**src/hdl/bsa_pkg.sv**
```systemverilog
// bsa_pkg: shared types and constants of the beam stiffness assembly block
// holds opcodes, status codes, term selects and the controller/datapath structs
// no dependencies
package bsa_pkg;

   typedef enum logic [1:0] {
      OP_SET_COORD = 2'd0,
      OP_ADD_BAR   = 2'd1,
      OP_READ      = 2'd2,
      OP_CLEAR     = 2'd3
   } op_type;

   typedef enum logic [1:0] {
      ST_OK       = 2'd0,
      ST_ZERO_LEN = 2'd1,
      ST_RANGE    = 2'd2
   } status_type;

   // 12EI/L^3, 6EI/L^2, 4EI/L, 2EI/L
   typedef enum logic [1:0] {
      TERM_A = 2'd0,
      TERM_B = 2'd1,
      TERM_C = 2'd2,
      TERM_D = 2'd3
   } term_type;

   typedef struct packed {
      logic     neg;
      term_type sel;
   } block_term_type;

   // 4x4 element block, row-major
   localparam block_term_type BLOCK_TERM [16] = '{
      '{1'b0, TERM_A}, '{1'b0, TERM_B}, '{1'b1, TERM_A}, '{1'b0, TERM_B},
      '{1'b0, TERM_B}, '{1'b0, TERM_C}, '{1'b1, TERM_B}, '{1'b0, TERM_D},
      '{1'b1, TERM_A}, '{1'b1, TERM_B}, '{1'b0, TERM_A}, '{1'b1, TERM_B},
      '{1'b0, TERM_B}, '{1'b0, TERM_D}, '{1'b1, TERM_B}, '{1'b0, TERM_C}
   };

   localparam logic [4:0]  ACTIVE_RESET = 5'd16;
   localparam logic [63:0] SAT_MAX = 64'h7FFF_FFFF_FFFF_FFFF;
   localparam logic [63:0] SAT_MIN = 64'h8000_0000_0000_0000;

   typedef struct packed {
      logic     req_load;
      logic     coord_wr;
      logic     coord_rd;
      logic     coord_sel_e;
      logic     cs_load;
      logic     len_load;
      logic     num_load;
      logic     div_reload;
      logic     div_step;
      logic     term_store;
      logic     mat_rd_rc;
      logic     mat_rd_ent;
      logic     mat_wr_ent;
      logic     value_load;
      logic     clr_init;
      logic     clr_step;
      term_type term;
      logic [3:0] ent;
   } cmd_type;

   typedef struct packed {
      op_type op;
      logic   node_bad;
      logic   rc_bad;
      logic   len_zero;
      logic   div_done;
      logic   clr_done;
   } stat_type;

endpackage

```
**src/hdl/bsa_ctrl.sv**
```systemverilog
// bsa_ctrl: sequencing state machine of the beam stiffness assembly block
// drives datapath commands, owns status code and result strobe
// depends on bsa_pkg
module bsa_ctrl (
   input  logic              clock,
   input  logic              reset,
   input  logic              start,
   output logic              busy,
   input  bsa_pkg::stat_type stat,
   output bsa_pkg::cmd_type  cmd,
   output logic              rsp_valid,
   output logic [1:0]        rsp_status
);

   typedef enum logic [12:0] {
      S_IDLE     = 13'b0000000000001,
      S_DECODE   = 13'b0000000000010,
      S_CRD_E    = 13'b0000000000100,
      S_LEN      = 13'b0000000001000,
      S_CHECK    = 13'b0000000010000,
      S_LOAD     = 13'b0000000100000,
      S_DIV      = 13'b0000001000000,
      S_DIV_NEXT = 13'b0000010000000,
      S_MRD      = 13'b0000100000000,
      S_MWR      = 13'b0001000000000,
      S_RD_WAIT  = 13'b0010000000000,
      S_CLEAR    = 13'b0100000000000,
      S_RESP     = 13'b1000000000000
   } state_type;

   state_type            state_ff, state_in;
   bsa_pkg::status_type  status_ff, status_in;
   bsa_pkg::term_type    term_ff, term_in;
   logic [1:0]           pass_ff, pass_in;
   logic [3:0]           ent_ff, ent_in;
   logic                 clr_resp_ff, clr_resp_in;
   logic                 last_pass;

   assign last_pass = (pass_ff == 2'(2'd2 - term_ff));

   always_comb begin
      state_in    = state_ff;
      status_in   = status_ff;
      term_in     = term_ff;
      pass_in     = pass_ff;
      ent_in      = ent_ff;
      clr_resp_in = clr_resp_ff;
      cmd         = '0;
      cmd.term    = term_ff;
      cmd.ent     = ent_ff;
      unique case (state_ff)
         S_IDLE: begin
            if (start) begin
               cmd.req_load = 1'b1;
               status_in    = bsa_pkg::ST_OK;
               state_in     = S_DECODE;
            end
         end
         S_DECODE: begin
            unique case (stat.op)
               bsa_pkg::OP_SET_COORD: begin
                  if (stat.node_bad) status_in = bsa_pkg::ST_RANGE;
                  else cmd.coord_wr = 1'b1;
                  state_in = S_RESP;
               end
               bsa_pkg::OP_ADD_BAR: begin
                  if (stat.node_bad) begin
                     status_in = bsa_pkg::ST_RANGE;
                     state_in  = S_RESP;
                  end else begin
                     cmd.coord_rd = 1'b1;
                     state_in     = S_CRD_E;
                  end
               end
               bsa_pkg::OP_READ: begin
                  if (stat.rc_bad) begin
                     status_in = bsa_pkg::ST_RANGE;
                     state_in  = S_RESP;
                  end else begin
                     cmd.mat_rd_rc = 1'b1;
                     state_in      = S_RD_WAIT;
                  end
               end
               default: begin
                  cmd.clr_init = 1'b1;
                  clr_resp_in  = 1'b1;
                  state_in     = S_CLEAR;
               end
            endcase
         end
         S_CRD_E: begin
            cmd.cs_load     = 1'b1;
            cmd.coord_rd    = 1'b1;
            cmd.coord_sel_e = 1'b1;
            state_in        = S_LEN;
         end
         S_LEN: begin
            cmd.len_load = 1'b1;
            state_in     = S_CHECK;
         end
         S_CHECK: begin
            if (stat.len_zero) begin
               status_in = bsa_pkg::ST_ZERO_LEN;
               state_in  = S_RESP;
            end else begin
               term_in  = bsa_pkg::TERM_A;
               state_in = S_LOAD;
            end
         end
         S_LOAD: begin
            cmd.num_load = 1'b1;
            pass_in      = '0;
            state_in     = S_DIV;
         end
         S_DIV: begin
            cmd.div_step = 1'b1;
            if (stat.div_done) state_in = S_DIV_NEXT;
         end
         S_DIV_NEXT: begin
            if (last_pass) begin
               cmd.term_store = 1'b1;
               if (term_ff == bsa_pkg::TERM_C) begin
                  ent_in   = '0;
                  state_in = S_MRD;
               end else begin
                  term_in  = bsa_pkg::term_type'(term_ff + 2'd1);
                  state_in = S_LOAD;
               end
            end else begin
               cmd.div_reload = 1'b1;
               pass_in        = pass_ff + 2'd1;
               state_in       = S_DIV;
            end
         end
         S_MRD: begin
            cmd.mat_rd_ent = 1'b1;
            state_in       = S_MWR;
         end
         S_MWR: begin
            cmd.mat_wr_ent = 1'b1;
            ent_in         = ent_ff + 4'd1;
            state_in       = (ent_ff == 4'd15) ? S_RESP : S_MRD;
         end
         S_RD_WAIT: begin
            cmd.value_load = 1'b1;
            state_in       = S_RESP;
         end
         S_CLEAR: begin
            cmd.clr_step = 1'b1;
            if (stat.clr_done) state_in = clr_resp_ff ? S_RESP : S_IDLE;
         end
         S_RESP: begin
            state_in = S_IDLE;
         end
         default: state_in = S_IDLE;
      endcase
   end

   always_ff @(posedge clock) begin
      if (reset) begin
         state_ff    <= S_CLEAR;
         status_ff   <= bsa_pkg::ST_OK;
         term_ff     <= bsa_pkg::TERM_A;
         pass_ff     <= '0;
         ent_ff      <= '0;
         clr_resp_ff <= 1'b0;
      end else begin
         state_ff    <= state_in;
         status_ff   <= status_in;
         term_ff     <= term_in;
         pass_ff     <= pass_in;
         ent_ff      <= ent_in;
         clr_resp_ff <= clr_resp_in;
      end
   end

   assign busy       = (state_ff != S_IDLE);
   assign rsp_valid  = (state_ff == S_RESP);
   assign rsp_status = status_ff;

endmodule
```
**config.mk**
```make
export PLATFORM = sky130hd
export DESIGN_NAME = bsa_ctrl
export DESIGN_NICKNAME = d
export VERILOG_FILES = /design/src/hdl/bsa_pkg.sv /design/src/hdl/bsa_ctrl.sv
export SDC_FILE = /design/constraint.sdc
export NUM_CORES = 1
export LEC_CHECK = 0
export BUFFER_PORTS_ARGS = -buffer_cell sky130_fd_sc_hd__buf_2
export CAP_MARGIN = 20
export CORE_MARGIN = 2
export CORE_UTILIZATION = 25
export CTS_CLUSTER_DIAMETER = 100
export DETAILED_ROUTE_END_ITERATION = 8
export PLACE_DENSITY = 0.5
export SLEW_MARGIN = 10
export SYNTH_ARGS = -nofsm -noshare
export SYNTH_HDL_FRONTEND = slang
export SYNTH_SLANG_ARGS = --single-unit
```
**constraint.sdc**
```tcl
create_clock -name clock -period 2.5 [get_ports clock]
set_input_delay 0.75 -clock clock [delete_from_list [all_inputs] [get_ports clock]]
set_output_delay 0.75 -clock clock [all_outputs]
set_load 0.01 [all_outputs]
```
==> impl_metrics.ini, run 1 <==
[sta]
max_freq_mhz = 349.8
fin_crit_ns = 2.859
hold_viol_final = 0
fin_crit_sh = 1.144
rsz0062_at_grt = yes
setup_viol = 14
tightest_slew_ns = 0.5886
clock_skew_ns = 0.006740
finalMaxSlewViolations = 0
setup_ws_ns = -0.3591
tns_ns = -3.029
slew_headroom = 0.5974

[finish]
seqCellArea_um2 = 495.5
num_antenna_cells = 0
syn2layout_area_growth_pct = 59.63
utilization = 0.4145
n_fill_cell = 630
multi_input_area_um2 = 1177
nets = 280
layout-drive-gt1-share = 0.4944
layout.cells.non_filler = 342

[setup_path]
critPathBufInv = 1
end_kind = output port
timing.rr.start = state_ff[10]
critPathMaxFanout = 4
slowest_delay_ns = 0.57
cp.arrival_ns = 2.11
cp_cell_sequence = or4b_4 -> or4_4 -> nor4b_4 -> buf_2
crit_required_ns = 1.75
cp-start-kind = flip-flop
critPathTopFamily = simple AND/OR/NAND/NOR gates
crit_type = flip-flop to output port
slowest_stage = or4b_4
setup.worst_path.start = state_ff[0]

[die]
io_pins = 36
rows = 28
core_um2 = 5956
start_util = 0.2597
die-area_um2 = 6831
fp.dieW_um = 82.65
die_y_um = 82.65

[logic_synthesis]
yosysMostFrequentCell = dfxtp_1
synth_cells = 191
ys.flop_type = dfxtp_1
yosysWarnings = 0
synth_cell_types = 51
synth_area_per_cell_um2 = 8.097
synthesis.area_um2 = 1546
synth.top_cells.by_count = dfxtp_1 (24), nor2_1 (23), nor3_1 (14)
synth_top_area_share = 0.3107
ys_seq_area_frac = 0.3107
synth-edff-count = 0
ys_ff_latch = 24
synth_area_leaders = dfxtp_1 (31%), nor2_1 (5.6%), nor3_1 (4.5%), or4_4 (2.9%), o21ai_0 (2.6%)
synth_nets = 203
synth_top_cell_by_area = dfxtp_1
async_flop_share = 0

[global_routing]
grt_pass1_vias = 1592
antenna_found_initial = 0
grtUsageTotal = 0.1508
grt_pass1_wl_um = 7817
grt_max_degree = 15
grt_overflow = 0

[pwr]
seqPwrFrac = 0.421
power_density_nw_per_um2 = 378.6
p_int_mw = 0.6688
clockPowerShare = 0.291
finalPower_mw = 0.9346
p_comb_frac = 0.288
peakVddDrop_mv = 0.2389
power.switching_mw = 0.2657
netSwitchingFraction = 0.2843
p_leak_nw = 1.064

[clock_network]
clock-sinks = 24
htree_levels = 1
cts_tree = yes
max-clock-path-buffers = 2
clk_pin_slew_ns = 0.09
cts_root_buf = clkbuf_8
cts_made_buffers = 3
worst_skew_pair.late_latency_ns = 0.27

[routing]
drtIter0Drc = 53
routed_via_density = 4.997
ant_nets = 0
first_pass_iters = 4
wirelength_um = 4978
num_vias = 1709
wl_per_cell_um = 14.56
drc_errors = 0

[job]
maxCapViolations = 0

[placed_design]
port_buffers = 35
dpl.cell_count = 321
hpwlAfterDp_um = 3571
place.gp.congestion = 0.7970

[outcome]
violations = negative setup slack
status = complete, but fails checks

[worst_hold_path]
hold_start = rsp_status[0]
hold_class = flip-flop to flip-flop
[through the flow]
| step | hold slack, ns | setup WS, ns | area [um^2] |
|---|---|---|---|
| 2_1_floorplan | 0.4644 | -0.05195 | 1553 |
| 3_3_place_gp | 0.4618 | -0.05165 | 2013 |
| 3_5_place_dp | 0.4735 | -0.08144 | 2013 |
| 4_1_cts | 0.4871 | -0.3727 | 2330 |
| 5_1_grt | 0.5081 | -0.4181 | 2469 |
| 6_report | 0.4855 | -0.3591 | 2469 |
[final timing paths]
check,endpoint,slack (ns),depth (start not counted)
max,cmd[11],-0.36,4
min reg2reg,rsp_status[0],0.49,2
min,rsp_status[0],0.49,2
max reg2reg,ent_ff[0],0.12,10
[cells by family (layout without fill, tap and decap cells)]
logic type / Yosys count / count (layout) / share of synthesized area
compound gates: 39 / 39 / 0.1780
buf+inv: 20 / 96 / 0.05906
xor+xnor: 7 / 7 / 0.03964
simple gates: 99 / 99 / 0.3964
fa+ha+maj: 2 / 2 / 0.01618
flops: 24 / 24 / 0.3107
[cell type report]
type,instances,area share
clock buffers,4,0.02230
inverters,8,0.01216
multi-input cells,147,0.4769
flip-flops and latches,24,0.2007
well taps,75,0.03801
repair buffers,84,0.2499
[tightest hold or removal path, cell delays in order (launching register included)]
cell and delay (ns):
dfxtp_1 0.32, o21ai_0 0.07, a21oi_1 0.06
[state kept, by name (all words and copies together), names as in the netlist]
register / flops
term_ff: 2
clr_resp_ff: 1
pass_ff: 2
state_ff: 13
ent_ff: 4
rsp_status: 2
[cell usage in the layout, fill, tap and decap left out, drive strengths merged, types with 5 or more instances in the layout]
| cell type | synthesis | routed |
|---|---|---|
| inv | 8 | 8 |
| nor4 | 7 | 7 |
| nand2b | 6 | 6 |
| or4 | 7 | 7 |
| buf | 6 | 84 |
| nor4b | 5 | 5 |
| nand2 | 6 | 6 |
| nor2 | 23 | 23 |
| nand3 | 7 | 7 |
| dfxtp | 24 | 24 |
| o21ai | 8 | 8 |
| nor3 | 15 | 15 |
| a21oi | 6 | 6 |
[per-layer routing]
metal	routed length [um]	up-vias	global-route usage
li1	-	859	-
met1	2232	794	0.1934
met5	0	-	0
met4	106	0	0.04426
met3	230	10	0.03043
met2	2409	46	0.2548
[power groups by stage]
stage	registers [mW]	clock network [mW]	logic, mW
detailed placement	0.401	0	0.180
global placement	0.401	0	0.180
global route	0.394	0.299	0.289
finish	0.394	0.272	0.269
CTS	0.394	0.287	0.232
floorplan	0.399	0	0.0933
[what timing repair did]
item | 4_1_cts | 5_1_grt
setup endpoints to repair | 16 | 17
resized for setup | 38 | 22
pin swaps | 15 | 4
hold buffers | 0 | 0
buffers inserted | 12 | 6
(Power assumes the default switching activity.)
==> inputs of run 2 (changes only) <==
--- a/config.mk
+++ b/config.mk
@@ -16,3 +16,4 @@
 export SYNTH_ARGS = -nofsm -noshare
 export SYNTH_HDL_FRONTEND = slang
 export SYNTH_SLANG_ARGS = --single-unit
+export TNS_END_PERCENT = 5
==> impl_metrics.ini, run 2 (synthesis results as in run 1) <==
[sta]
hold_viol_final = 0
finalMaxSlewViolations = 0
clock_skew_ns = 0.005472
fin_crit_ns = 2.869
hold_ws_ns = 0.4851
tns_ns = -2.566
rsz0062_at_grt = yes
fin_crit_sh = 1.148
tightest_slew_ns = 0.5056
setup_viol = 14
max_freq_mhz = 348.5
slew_headroom = 0.6603
setup_ws_ns = -0.3692

[clock_network]
clock-sinks = 24
htree_levels = 1
max-clock-path-buffers = 2
worst_skew_pair.late_latency_ns = 0.27
clk_pin_slew_ns = 0.09
cts_root_buf = clkbuf_8
cts_made_buffers = 3
cts_tree = yes
post_cts_buffers = 0

[routing]
ant_nets = 0
num_vias = 1616
routed_via_density = 4.972
met1_length_um = 2202
wl_met3_um = 173
dr_wl_met2_um = 2223
drc_errors = 0
wl_per_cell_um = 14.34
drtIter0Drc = 64
top_layer_used = met4
first_pass_iters = 4
wirelength_um = 4659

[finish]
final_common_cell = buf_2
layout-drive-gt1-share = 0.4240
largest-register = state_ff
num_antenna_cells = 0
syn2layout_area_growth_pct = 40.78
final_cell_mix = buf_2 (34), buf_4 (29), dfxtp_1 (20)
reg_top3 = state_ff: 13 flops, ent_ff: 4 flops
largest_reg_flops = 13
nets = 263

[die]
rows = 28
die-area_um2 = 6831
io_pins = 36
die_y_um = 82.65
core_um2 = 5956
start_util = 0.2597
fp.dieW_um = 82.65

[pwr]
finalPower_mw = 0.8682
power_density_nw_per_um2 = 398.8
clockPowerShare = 0.313
peakVddDrop_mv = 0.2115
power.switching_mw = 0.2412
netSwitchingFraction = 0.2778
p_int_mw = 0.6270
p_comb_frac = 0.233
p_leak_nw = 0.9526
seqPwrFrac = 0.454

[placed_design]
hpwlAfterDp_um = 3571
port_buffers = 35
place.gp.congestion = 0.7970

[setup_path]
crit_required_ns = 1.75
critPathMaxFanout = 4
end_kind = output port
cp.arrival_ns = 2.12
slowest_delay_ns = 0.60
cp_cell_sequence = or4b_1 -> or4_4 -> nor4b_4 -> buf_2
crit_type = flip-flop to output port
cp-start-kind = flip-flop
slowest_stage = or4b_1

[global_routing]
grt_pass1_vias = 1542
grt_pass1_wl_um = 7472
antenna_found_initial = 0
grtUsageTotal = 0.1436
grt_overflow = 0
grt_max_degree = 15

[job]
maxCapViolations = 0

[outcome]
status = complete, but fails checks
violations = negative setup slack

[worst_hold_path]
hold_class = flip-flop to flip-flop
[run 2: cell types whose count changed in the layout (fill, tap and decap cells not counted), moves of 4 or more]
cell     delta
buf_4      -11
dfxtp_1     +4
buf_2       +4
nand3_4     -4
buf_6      -10
[run 2: power groups by stage]
stage	Combinational [mW]	Clock, mW	Sequential, mW
floorplan	0.0933	0	0.399
finish	0.202	0.272	0.394
global placement	0.180	0	0.401
CTS	0.198	0.287	0.392
detailed placement	0.180	0	0.401
global route	0.219	0.297	0.395
[run 2: per-layer routing]
| layer | up-vias | track usage |
|---|---|---|
| met5 | - | 0 |
| met4 | 0 | 0.03607 |
| met3 | 6 | 0.03152 |
| met2 | 28 | 0.2403 |
| met1 | 748 | 0.1869 |
| li1 | 834 | - |
[run 2: area by class of cell]
| class | instances | area, um^2 |
|---|---|---|
| fillers | 657 | 3779 |
| multi-input cells | 147 | 1071 |
| flip-flops and latches | 24 | 485.5 |
| repair buffers | 67 | 441.7 |
| well taps | 75 | 93.84 |
| clock buffers | 4 | 55.05 |
| inverters | 8 | 30.03 |
[run 2: path summary, 6_finish.rpt]
check / endpoint / depth (start not counted) / slack (ns) / startpoint
setup / recovery: cmd[11] / 4 / -0.37 / state_ff[0]
hold / removal: rsp_status[0] / 2 / 0.49 / rsp_status[0]
setup reg to reg: ent_ff[0] / 7 / 0.33 / state_ff[10]
hold reg to reg: rsp_status[0] / 2 / 0.49 / rsp_status[0]
[run 2: worst max-delay path: cells and delay by family (launching register included)]
family	cells	cell delay, ns
and+or+nand+nor	3	1.33
DFF	1	0.35
buffers and inverters	1	0.17
[run 2: through the flow]
step / setup slack [ns] / util / instance area, um^2 / instances
after floorplan: -0.05195 / - / 1553 / 191
after global placement: -0.05165 / 0.3380 / 2013 / 321
after detailed placement: -0.08144 / 0.3380 / 2013 / 321
after CTS: -0.3853 / 0.3620 / 2156 / 325
after global routing: -0.4313 / 0.3655 / 2177 / 325
final: -0.3692 / 0.3655 / 2177 / 325
[run 2: what timing repair did]
item / CTS / global route
gates resized for setup: 21 / 6
endpoints found under the hold margin: 0 / 0
hold buffers: 0 / 0
endpoints found under the setup margin: 16 / 17
pin swaps: 9 / 2
==> inputs of run 3 (changes only) <==
--- a/config.mk
+++ b/config.mk
@@ -11,7 +11,7 @@
 export CORE_UTILIZATION = 25
 export CTS_CLUSTER_DIAMETER = 100
 export DETAILED_ROUTE_END_ITERATION = 8
-export PLACE_DENSITY = 0.5
+export PLACE_DENSITY = 0.48
 export SLEW_MARGIN = 10
 export SYNTH_ARGS = -nofsm -noshare
 export SYNTH_HDL_FRONTEND = slang
==> constraint.sdc (replaced) <==
create_clock -name clock -period 2.7 [get_ports clock]
set_input_delay 0 -clock clock [delete_from_list [all_inputs] [get_ports clock]]
set_output_delay 0 -clock clock [all_outputs]
set_load 0.01 [all_outputs]
==> impl_metrics.ini, run 3 (synthesis results as in run 1) <==
[die]
fp.dieW_um = 82.65
rows = 28
io_pins = 36
die-area_um2 = 6831
start_util = 0.2597
die_y_um = 82.65
core_um2 = 5956

[sta]
fin_crit_ns = 2.362
hold_viol_final = 0
finalMaxSlewViolations = 0
tns_ns = 0
tightest_slew_ns = 0.7333
hold_ws_ns = 0.05092
max_freq_mhz = 423.4
fin_crit_sh = 0.8748
clock_skew_ns = 0.008717
rsz0062_at_grt = no
setup_ws_ns = 0.3381
slew_headroom = 0.5066
setup_viol = 0

[pwr]
power_density_nw_per_um2 = 446.7
p_leak_nw = 0.7857
seqPwrFrac = 0.449
p_int_mw = 0.6071
p_comb_frac = 0.146
peakVddDrop_mv = 0.1621
clockPowerShare = 0.404
power.switching_mw = 0.2151
netSwitchingFraction = 0.2616

[routing]
first_pass_iters = 4
wirelength_um = 4316
num_vias = 1522
wl_per_cell_um = 14.63
drtIter0Drc = 90
drc_errors = 0
routed_via_density = 5.159
ant_nets = 0

[placed_design]
dpl.cell_count = 291
place_ws_ns = 0.3631
port_buffers = 35
hpwlAfterDp_um = 3302
place.gp.congestion = 0.7900

[global_routing]
grt_pass1_wl_um = 7107
grt_max_degree = 15
grt_pass1_vias = 1457
grt_overflow = 0
grtUsageTotal = 0.1355
antenna_found_initial = 0

[worst_hold_path]
hold_start = stat[4]
holdPathEnd = state_ff[2]
hold_class = input pin to flip-flop
hold_depth = 4

[clock_network]
holdBufCountCts = 0
post_cts_resized = 0
max-clock-path-buffers = 2
htree_levels = 1
worst_skew_pair.late_latency_ns = 0.28
cts_root_buf = clkbuf_8
clk_pin_slew_ns = 0.10
clock-sinks = 24
post_cts_buffers = 0
cts_tree = yes
cts_made_buffers = 3

[setup_path]
crit_required_ns = 2.70
setup.worst_path.start = state_ff[10]
r2r_end = term_ff[1]
critPathMaxFanout = 9
critPathTopFamily = simple AND/OR/NAND/NOR gates
ff2ff_setup_slack_ns = 0.35
critPathBufInv = 1
r2r_cells = 5
timing.rr.start = state_ff[10]
cp-start-kind = flip-flop
slowest_delay_ns = 0.63
cp_cell_sequence = nor4_1 -> nand3_2 -> or2_2 -> nor3_1 -> buf_2
crit_type = flip-flop to output port
end_kind = output port
cp.arrival_ns = 2.36
slowest_stage = nor4_1

[finish]
nets = 233
n_fill_cell = 650
num_antenna_cells = 0
utilization = 0.3090
layout.cells.non_filler = 295
final_cell_mix = buf_2 (35), dfxtp_1 (24), nor2_1 (23)
layout-drive-gt1-share = 0.2500
largest-register = state_ff
reg_top3 = state_ff: 13 flops, ent_ff: 4 flops
syn2layout_area_growth_pct = 19.01
largest_reg_flops = 13
final_common_cell = buf_2

[outcome]
status = completed

[job]
maxCapViolations = 0
## run 3: cell types whose count changed in the layout (fill, tap and decap cells not counted), sizes merged
cell,delta
clkbuf,-1
buf,-30
bufinv,+1
## run 3: worst max-delay path by stage
stage / slack [ns] / endpoint / cells after the start
floorplan: 0.66 / pass_ff[1] / 7
global placement: 0.37 / term_ff[1] / 5
detailed placement: 0.36 / term_ff[1] / 5
CTS: 0.31 / cmd[15] / 5
global route: 0.14 / term_ff[1] / 5
finish: 0.34 / cmd[15] / 5
## run 3: cell type report
cell class                      instances  area, um^2  area share
Multi-Input combinational cell        147       974.7      0.5296
Inverter                                8       30.03     0.01632
Tap cell                               75       93.84     0.05099
Clock buffer                            3       41.29     0.02243
Clock inverter                          1       30.03     0.01632
Sequential cell                        24       480.5      0.2610
Timing Repair Buffer                   37       190.2      0.1033
## run 3: per-layer routing
| layer | wire, um | track usage |
|---|---|---|
| met1 | 2067 | 0.1832 |
| met2 | 1974 | 0.2194 |
| met3 | 249 | 0.03370 |
| met4 | 25 | 0.02623 |
| met5 | 0 | 0 |
## run 3: stage by stage
step | power (mW) | instance area [um^2]
2_1_floorplan | 0.4558 | 1546
3_3_place_gp | 0.4978 | 1769
3_5_place_dp | 0.4978 | 1769
4_1_cts | 0.8317 | 1841
5_1_grt | 0.8576 | 1841
6_report | 0.8222 | 1841
## run 3: power groups by stage
stage	combinational, mW	clock [mW]	sequential, mW
2_1_floorplan	0.0863	0	0.370
3_3_place_gp	0.120	0	0.378
3_5_place_dp	0.120	0	0.377
4_1_cts	0.121	0.342	0.369
5_1_grt	0.134	0.352	0.371
6_report	0.120	0.333	0.369
## run 3: worst min-delay path, cell delays in order
cell     delay [ns]
buf_2          0.10
nor2_1         0.05
nand3_1        0.10
nor2_1         0.04
